`src/log2h_slot_map.sv`:
```
`timescale 1ns / 1ps
`default_nettype none
// Type tag to slot lookup and allocation of pool slots.
// Depends on nothing beyond the clock and reset.
module log2h_slot_map #(
  parameter int POOL_SLOTS = 5,
  parameter int SW = (POOL_SLOTS > 1) ? $clog2(POOL_SLOTS) : 1,
  parameter int UW = $clog2(POOL_SLOTS + 1)
) (
  input  logic          clk_i,
  input  logic          rst_ni,
  input  logic [6:0]    tag_i,
  input  logic          alloc_i,
  output logic          hit_o,
  output logic [SW-1:0] hit_slot_o,
  output logic [UW-1:0] used_o,
  output logic          full_o
);

  logic [6:0]    tag_q [POOL_SLOTS];
  logic [UW-1:0] used_q;

  always_comb begin
    hit_o      = 1'b0;
    hit_slot_o = '0;
    for (int i = 0; i < POOL_SLOTS; i++) begin
      if (!hit_o && (UW'(i) < used_q) && (tag_q[i] == tag_i)) begin
        hit_o      = 1'b1;
        hit_slot_o = SW'(i);
      end
    end
  end

  assign used_o = used_q;
  assign full_o = (used_q == UW'(POOL_SLOTS));

  always_ff @(posedge clk_i) begin
    if (alloc_i) begin
      tag_q[SW'(used_q)] <= tag_i;
    end
  end

  always_ff @(posedge clk_i or negedge rst_ni) begin
    if (!rst_ni) begin
      used_q <= '0;
    end else if (alloc_i) begin
      used_q <= used_q + UW'(1);
    end
  end

endmodule
`default_nettype wire

```
`config.mk`:
```
export PLATFORM = sky130hd
export DESIGN_NAME = log2h_slot_map
export DESIGN_NICKNAME = d
export VERILOG_FILES = /design/src/log2h_slot_map.sv
export SDC_FILE = /design/constraint.sdc
export NUM_CORES = 1
export LEC_CHECK = 0
export BUFFER_PORTS_ARGS = -buffer_cell sky130_fd_sc_hd__buf_2
export CAP_MARGIN = 40
export CORE_MARGIN = 10
export CORE_UTILIZATION = 36
export DETAILED_ROUTE_END_ITERATION = 12
export HOLD_SLACK_MARGIN = 0.05
export MAX_ROUTING_LAYER = met4
export PLACE_DENSITY = 0.65
export SYNTH_ARGS = -nofsm -noshare
export SYNTH_HDL_FRONTEND = slang
export SYNTH_SLANG_ARGS = --single-unit
```
`constraint.sdc`:
```
create_clock -name clk_i -period 3.6 [get_ports clk_i]
set_input_delay 0.18 -clock clk_i [delete_from_list [all_inputs] [get_ports clk_i]]
set_output_delay 0.18 -clock clk_i [all_outputs]
set_load 0.05 [all_outputs]
```
==> summary.txt <==
row count = 25
syn_area_per_cell = 14.6 um2
critical path type = flip-flop to output port
ant diodes = 0
DR WL met3 = 124 um
Inserted Clock Buffers = 5
final hold violation count = 0
Syn. warnings = 0
reg2reg end = tag_q[4][0]$_DFFE_PP_
final setup fails = 0
unrepaired setup endpoints after global routing = false
hold buffers post-CTS = 1
CTS-repair resized insts = 0
via count = 996
Final min period = 2.38 ns
detailed-placement wirelength estimate = 2420 um
final setup skew = 0.00756 ns
H-tree depth = 2
I/O Pins = 18
initial antenna violation count = 0
CTS tree = done
wire per inst = 15.9 um
Root Driver = clkbuf_8
Slew HR = 0.541
Hold Path Origin = alloc_i
CP required = 3.42 ns
worst r2r path cells = 4
post-synthesis cell type count = 27
CP Capture Type = output port
Die Height = 90.3 um
Skew-Pair Late Insertion Delay = 0.29 ns
vias in the first global route = 1,042
Slew @ Worst Pin = 0.672 ns
Synth Instances = 122
Area Growth Syn to Fin = 12.4%
Power Dens Cells = 608 nW/um2
f_max = 420 MHz
Hold WC Path Type = input pin to flip-flop
setup bufs post-CTS = 0
final net count = 154
Worst Hold Path EP = used_o[1]$_DFFE_PN0P_
Inst Count DP = 201
leading cell types in the layout, fill and taps excluded = 35 x edfxtp_1, 19 x buf_2, 17 x xor2_1
reg-to-reg slack, setup = 1.77 ns
Hold Path Depth = 2
FF-to-FF Start = used_o[1]$_DFFE_PN0P_
area of the multi-input gates = 586 um2
Tcrit/Tclk final = 0.661
share of cells above drive strength 1 = 0.224
uppermost layer routed = met4
Leak = 0.706 nW
GRT Overall Usage = 0.0904
FF/Latch Area = 1130 um2
routed wire length = 3330 um
largest net degree at the start of global routing = 13
die area = 8160 um2
syn_nets = 134
Placer Congestion = 0.834
drt drc = 0
Clock Sinks = 38
Synth Cell Area = 1780 um2
status = finished, final reports clean
Final ANT Viol Nets = 0
Max Slew Vio Count = 0
first-pass GRT wire length = 5560 um
setup ws final = 1.22 ns
drt pass-1 iters = 4
critical path launch point type = flip-flop
met1 wire length = 1430 um
clock buffer depth = 2
TNS Setup = 0 ns
Clock Pin Slew Worst Setup and Hold Paths = 0.07 ns
grt total ovfl = 0
MaxCap Viol Count = 0
pre-CTS setup slack = 1.51 ns
Die Span X = 90.3 um
commonest non-fill, non-tap cell in the layout = edfxtp_1
average vias per placed instance = 4.74
Core Area = 4750 um2
sequential share of the synthesized area = 0.632
port bufs = 17
crit path DAT = 2.20 ns
initial DRC count = 49
met2 wire len = 1690 um
critical-path maximum fanout = 10
Seq cells post-synth = 38
Starting Density = 0.374
worst vdd ir = 0.254 mV
Finished Layout Cells = 210
filler cell count = 457
per-layer routing:
layer | vias to the layer above | track usage
li1 | 469 | -
met1 | 494 | 0.0995
met2 | 25 | 0.142
met3 | 8 | 0.0266
met4 | 0 | 0.0557
met5 | - | -
synthesized netlist by cell type (all sizes together):
| cell type | count | share of area |
|---|---|---|
| a2111oi | 1 | 0.0049 |
| a211oi | 1 | 0.0042 |
| a21oi | 2 | 0.0056 |
| and2 | 1 | 0.0035 |
| buf | 8 | 0.037 |
| dfrtp | 3 | 0.042 |
| edfxtp | 35 | 0.59 |
| ha | 2 | 0.014 |
| inv | 1 | 0.0021 |
| nand2 | 6 | 0.013 |
| nand2b | 2 | 0.0084 |
| nand3b | 1 | 0.0042 |
| nand4 | 4 | 0.014 |
| nor2 | 6 | 0.013 |
| nor2b | 1 | 0.0035 |
| nor3 | 2 | 0.0056 |
| nor3b | 1 | 0.0042 |
| nor4 | 3 | 0.011 |
| nor4b | 1 | 0.0049 |
| o2111ai | 1 | 0.0049 |
| o21ai | 2 | 0.0056 |
| or4 | 1 | 0.0063 |
| xnor2 | 20 | 0.12 |
| xor2 | 17 | 0.084 |
state kept, by name, indices dropped and copies added (netlist names):
name    flops
tag_q      35
used_o      3
stage by stage:
step | hold slack (ns) | total power [mW] | utilization | area (um2)
3_5_place_dp | -0.0217 | 0.932 | 0.400 | 1900
2_1_floorplan | -0.116 | 0.847 | - | 1780
6_report | 0.151 | 1.22 | 0.421 | 2000
4_1_cts | 0.136 | 1.23 | 0.421 | 2000
5_1_grt | 0.147 | 1.28 | 0.421 | 2000
3_3_place_gp | -0.0256 | 0.915 | 0.398 | 1890
where the power goes:
group	total, mW	leakage (nW)	internal [mW]	switching (mW)
Clock	0.298	0.0455	0.156	0.142
Sequential	0.624	0.352	0.560	0.0637
Combinational	0.296	0.308	0.0955	0.200
layout make-up:
type | count | area share
sequential | 38 | 0.562
timing repair buffer | 21 | 0.0563
multi-input combinational | 75 | 0.293
clock buffer | 8 | 0.0450
inverter | 1 | 0.00188
tap | 67 | 0.0419
cells by family (layout without fill, tap and decap cells):
kind of cell               Yosys count  in the layout  synth area share
DFF                                 38             38             0.632
xor gates and xnor gates            37             37             0.199
and+or+nand+nor                     29             29            0.0907
buffers and inverters                9             30            0.0386
AOI/OAI and AO/OA                    7              7            0.0253
adders and majority gates            2              2            0.0141
worst max-delay path by stage:
stage	slack, ns	start	cells after the start	end
after floorplan	0.41	used_o[2]$_DFFE_PN0P_	5	hit_slot_o[2]
after global placement	1.55	tag_i[1]	7	hit_o
after detailed placement	1.51	tag_i[2]	7	hit_o
after CTS	1.23	used_o[0]$_DFFE_PN0P_	5	hit_o
after global routing	1.05	tag_q[0][1]$_DFFE_PP_	6	hit_o
final	1.22	used_o[0]$_DFFE_PN0P_	5	hit_o
worst max-delay path, stage by stage, from the launching register on:
cell       delay [ns]
dfrtp_1          0.52
nor2_1           0.11
a2111oi_0        0.66
nand2b_2         0.26
nand3b_1         0.10
buf_2            0.26
(Power assumes the default switching activity.)
