`src/log2h_pkg.sv`:
```
`timescale 1ns / 1ps
`default_nettype none
// Shared types and constants for the log2 latency histogram.
// No dependencies.
package log2h_pkg;

  typedef enum logic [1:0] {
    ST_OK     = 2'd0,
    ST_FULL   = 2'd1,
    ST_ABSENT = 2'd2
  } status_e;

  typedef enum logic {
    REQ_RECORD = 1'b0,
    REQ_READ   = 1'b1
  } req_e;

  typedef enum logic [1:0] {
    S_CLEAR,
    S_IDLE,
    S_READ,
    S_UPDATE
  } state_e;

  // packed so that min lands in the low bits
  typedef struct packed {
    logic [63:0] count;
    logic [63:0] total;
    logic [63:0] max;
    logic [63:0] min;
  } stats_t;

  typedef struct packed {
    logic clear;
    logic update;
  } memctl_t;

  localparam stats_t STATS_EMPTY = '{count: '0, total: '0, max: '0, min: '1};

endpackage
`default_nettype wire

```
`src/log2h_stats_mem.sv`:
```
`timescale 1ns / 1ps
`default_nettype none
// Per-slot min, max, total and count memory with update logic.
// Depends on log2h_pkg.
module log2h_stats_mem #(
  parameter int POOL_SLOTS = 5,
  parameter int SW = (POOL_SLOTS > 1) ? $clog2(POOL_SLOTS) : 1
) (
  input  logic               clk_i,
  input  log2h_pkg::memctl_t ctl_i,
  input  logic [SW-1:0]      clr_addr_i,
  input  logic [SW-1:0]      addr_i,
  input  logic [63:0]        sample_i,
  output log2h_pkg::stats_t  rdata_o,
  output log2h_pkg::stats_t  upd_o
);
  import log2h_pkg::*;

  stats_t mem [POOL_SLOTS];
  stats_t rdata_q;

  assign rdata_o = rdata_q;

  always_comb begin
    upd_o.min   = (sample_i < rdata_q.min) ? sample_i : rdata_q.min;
    upd_o.max   = (sample_i > rdata_q.max) ? sample_i : rdata_q.max;
    upd_o.total = rdata_q.total + sample_i;
    upd_o.count = rdata_q.count + 64'd1;
  end

  always_ff @(posedge clk_i) begin
    if (ctl_i.clear) begin
      mem[clr_addr_i] <= STATS_EMPTY;
    end else if (ctl_i.update) begin
      mem[addr_i] <= upd_o;
    end
    rdata_q <= mem[addr_i];
  end

endmodule
`default_nettype wire

```
`config.mk`:
```
export PLATFORM = sky130hd
export DESIGN_NAME = log2h_stats_mem
export DESIGN_NICKNAME = d
export VERILOG_FILES = /design/src/log2h_pkg.sv /design/src/log2h_stats_mem.sv
export SDC_FILE = /design/constraint.sdc
export NUM_CORES = 2
export LEC_CHECK = 0
export BUFFER_PORTS_ARGS = -buffer_cell sky130_fd_sc_hd__buf_2
export CORE_AREA = 2 2 408 410
export CTS_CLUSTER_DIAMETER = 200
export DETAILED_ROUTE_END_ITERATION = 12
export DIE_AREA = 0 0 410 412
export GPL_TIMING_DRIVEN = 0
export PLACE_DENSITY_LB_ADDON = 0.25
export RECOVER_POWER = 50
export SETUP_SLACK_MARGIN = 0.1
export SKIP_LAST_GASP = 1
export SYNTH_ARGS = -nofsm -noshare
export SYNTH_HDL_FRONTEND = slang
export SYNTH_SLANG_ARGS = --single-unit
```
`constraint.sdc`:
```
create_clock -name clk_i -period 48.6 [get_ports clk_i]
set_input_delay 4.86 -clock clk_i [delete_from_list [all_inputs] [get_ports clk_i]]
set_output_delay 4.86 -clock clk_i [all_outputs]
set_load 0.02 [all_outputs]
```
==> results_dict.tcl <==
set metrics [dict create \
    grt_max_degree 27 \
    p_leak_nw 27.8 \
    crit_fanout 6 \
    crit_path_frequent_cell "a211oi_1" \
    startpoint_type "input port" \
    core.rowCount 149 \
    wl_per_cell_um 26.2 \
    cp_cell_sequence "clkbuf_1 > ha_1 > fa_1 > a211oi_1 > o211ai_1 > a211oi_1 > a211oi_1 > o21ai_1 > a31oi_1 > a21oi_1 > o41ai_2 > xor2_1 > buf_2" \
    status "finished, violations left" \
    vias 37500 \
    grt_pass1_wl_mm 264 \
    syn_to_final_growth_pct 17.3 \
    hold_class "reg -> reg" \
    critPathKind "in -> out" \
    crit_required_ps 43740 \
    path_delay_family "compound AO/OA/AOI/OAI gates" \
    holdBufCountCts 0 \
    synthArstFlopShare_pct 0 \
    synth_cells 3921 \
    synth_edf_count 1280 \
    cts.path.max_buffers 3 \
    yosysSeqAreaShare_pct 66.5 \
    ys.flop_type "edfxtp_1" \
    antenna_found_initial 8 \
    grt_use_total_pct 21.7 \
    final_nets 4994 \
    finalCritPeriodShare_pct 30.9 \
    yosysWarnings 0 \
    clock.fmax_mhz 66.7 \
    finalPower_mw 3.21 \
    worst_path_max_delay_cell "a211oi_1" \
    gp_congestion 0.869 \
    syn_avg_cell_area_um2 16.7 \
    die_y_um 412 \
    final.setup.tns_ps 0 \
    r2r_start "rdata_o[128]" \
    post_cts_buffers 0 \
    worst_hold_startpoint "mem[4][130]" \
    clk_pin_slew_ps 60 \
    drv_cap 26 \
    drive_above_1_share_pct 25.6 \
    cts_buffers 163 \
    worstPathArrival_ps 10140 \
    fin_crit_ps 15000 \
    synth_seq_cells 1536 \
    cp_slowest_stage_delay_ps 990 \
    tightest_slew_ps 1980 \
    final.setup_skew_ps 24.1 \
    rsz0062_at_grt "no" \
    cts.root.buffer_cell "clkbuf_16" \
    overflow 0 \
    setup.worst_path.start "sample_i[0]" \
    drv_slew 495 \
    cp-end-kind "output pin" \
    hpwl_mm 133 \
    peakVddDrop_mv 0.0340 \
    avgViaCountPerCell 5.31 \
    port_buffers 581 \
    coreArea_um2 164000 \
    yosys.cell_types.count 73 \
    drt-total-wl_mm 185 \
    cts-resized-gates 0 \
    powerDensity_nw_per_um2 41.8 \
    hold_viol_final 0 \
    synth_nets 4186 \
    violations "max-capacitance violations, max-slew violations" \
    drt-initial-drc-count 3051 \
    htree_levels 4 \
    setup_viol 0 \
    drt_pre_antenna_iters 5 \
    cts_tree "yes" \
    dieArea_um2 169000 \
    clock_latency_ps 790 \
    nFillCells 14300 \
    grt_pass1_vias 37600 \
    start_util_pct 39.9 \
    drt.antenna.violating_nets 0 \
    drc 0 \
    syn_area_um2 65500 \
    cts.sinks 1536 \
    ios 585 \
    die_w_um 410 \
    relSlewSlack_pct -32.0 \
    worst-path-buf-inv 2 \
]
[worst paths after layout]
kind	end	slack [ps]	depth (start not counted)
min reg2reg	rdata_o[130]	460	1
max	upd_o[184]	33600	13
min	rdata_o[130]	460	1
max reg2reg	mem[0][178]	43320	11
[cell type report]
cell class | instances | area [um2] | area share, %
plain buffers | 175 | 878 | 1.14
clock buffers | 227 | 4560 | 5.94
multi-input cells | 2046 | 20500 | 26.6
flip-flops and latches | 1536 | 43600 | 56.7
well taps | 2189 | 2740 | 3.56
diodes | 4 | 10.0 | 0.0130
clock inverters | 73 | 708 | 0.921
repair buffers | 643 | 3330 | 4.33
inverters | 164 | 616 | 0.801
[state kept, by name (all words and copies together) (netlist names)]
signal   count
rdata_o    256
mem       1280
[synthesized netlist by cell type (20+ instances only)]
cell         n  share of area (%)
dfxtp_1    256                7.8
ha_1       191                3.6
nor2_1     200                1.1
a21oi_1    116               0.89
a21o_1      76               0.87
mux2_4     116                2.7
and3_1      21               0.20
mux2i_1     71                1.1
inv_1      164               0.94
xnor2_1     83                1.1
and2_1     189                1.8
nand3_1     32               0.24
edfxtp_1  1280                 59
o21ai_0     47               0.36
xor2_1      40               0.53
mux2_2     256                4.4
buf_1       36               0.21
mux4_2     256                8.8
o21bai_1    23               0.26
nand4_1     62               0.59
nor3_1      20               0.15
clkbuf_1   109               0.62
nand2_1     91               0.52
[layer usage]
layer | part of all wire, % | wire length (um) | GRT usage (%)
met2 | 48 | 89200 | 35.6
met3 | 6.7 | 12400 | 4.74
met5 | 0.014 | 26 | 0
met1 | 42 | 78400 | 28.8
met4 | 2.7 | 4960 | 6.58
[layout by cell type (no fill, tap or decap), drive strengths merged, types with 13 or more instances in the layout]
cell type	synthesis	layout
a211oi	13	13
a21o	76	76
a21oi	117	117
a31oi	13	13
and2	189	189
and3	21	21
buf	66	373
clkbuf	109	672
clkinv	0	46
dfxtp	256	256
edfxtp	1280	1280
ha	191	191
inv	164	175
mux2	384	384
mux2i	71	71
mux4	256	256
nand2	91	91
nand3	32	32
nand4	62	62
nor2	200	200
nor3	22	22
o21ai	60	60
o21bai	23	23
xnor2	83	83
xor2	40	40
[kinds of logic after synthesis]
| kind of cell | count (synthesis) | share of synthesized area [%] |
|---|---|---|
| DFF | 1536 | 66.5 |
| muxes | 711 | 17.1 |
| and+or+nand+nor | 661 | 5.15 |
| AOI/OAI and AO/OA | 359 | 3.62 |
| buffers and inverters | 339 | 2.27 |
| adders and majority gates | 192 | 3.68 |
| xor gates and xnor gates | 123 | 1.64 |
[stage by stage]
| step | util, % | std cells | setup WS (ps) | cell area (um2) | hold WS [ps] |
|---|---|---|---|---|---|
| final | 46.8 | 7057 | 33600 | 76900 | 463 |
| after global placement | 43.3 | 6691 | 15430 | 71200 | 450 |
| after global routing | 46.8 | 7053 | 33540 | 76900 | 479 |
| after floorplan | - | 3921 | 29490 | 65500 | 448 |
| after CTS | 47.4 | 7053 | 34260 | 77800 | 464 |
| after detailed placement | 44.2 | 6753 | 34280 | 72600 | 455 |
[power breakdown]
group          leakage [nW]  total, mW  internal [mW]  switching [mW]
registers              13.8       1.52           1.49          0.0290
logic                  11.4      0.473          0.166           0.306
clock network          2.58       1.22          0.711           0.513
Note: power is estimated with default switching activity, not from simulation.
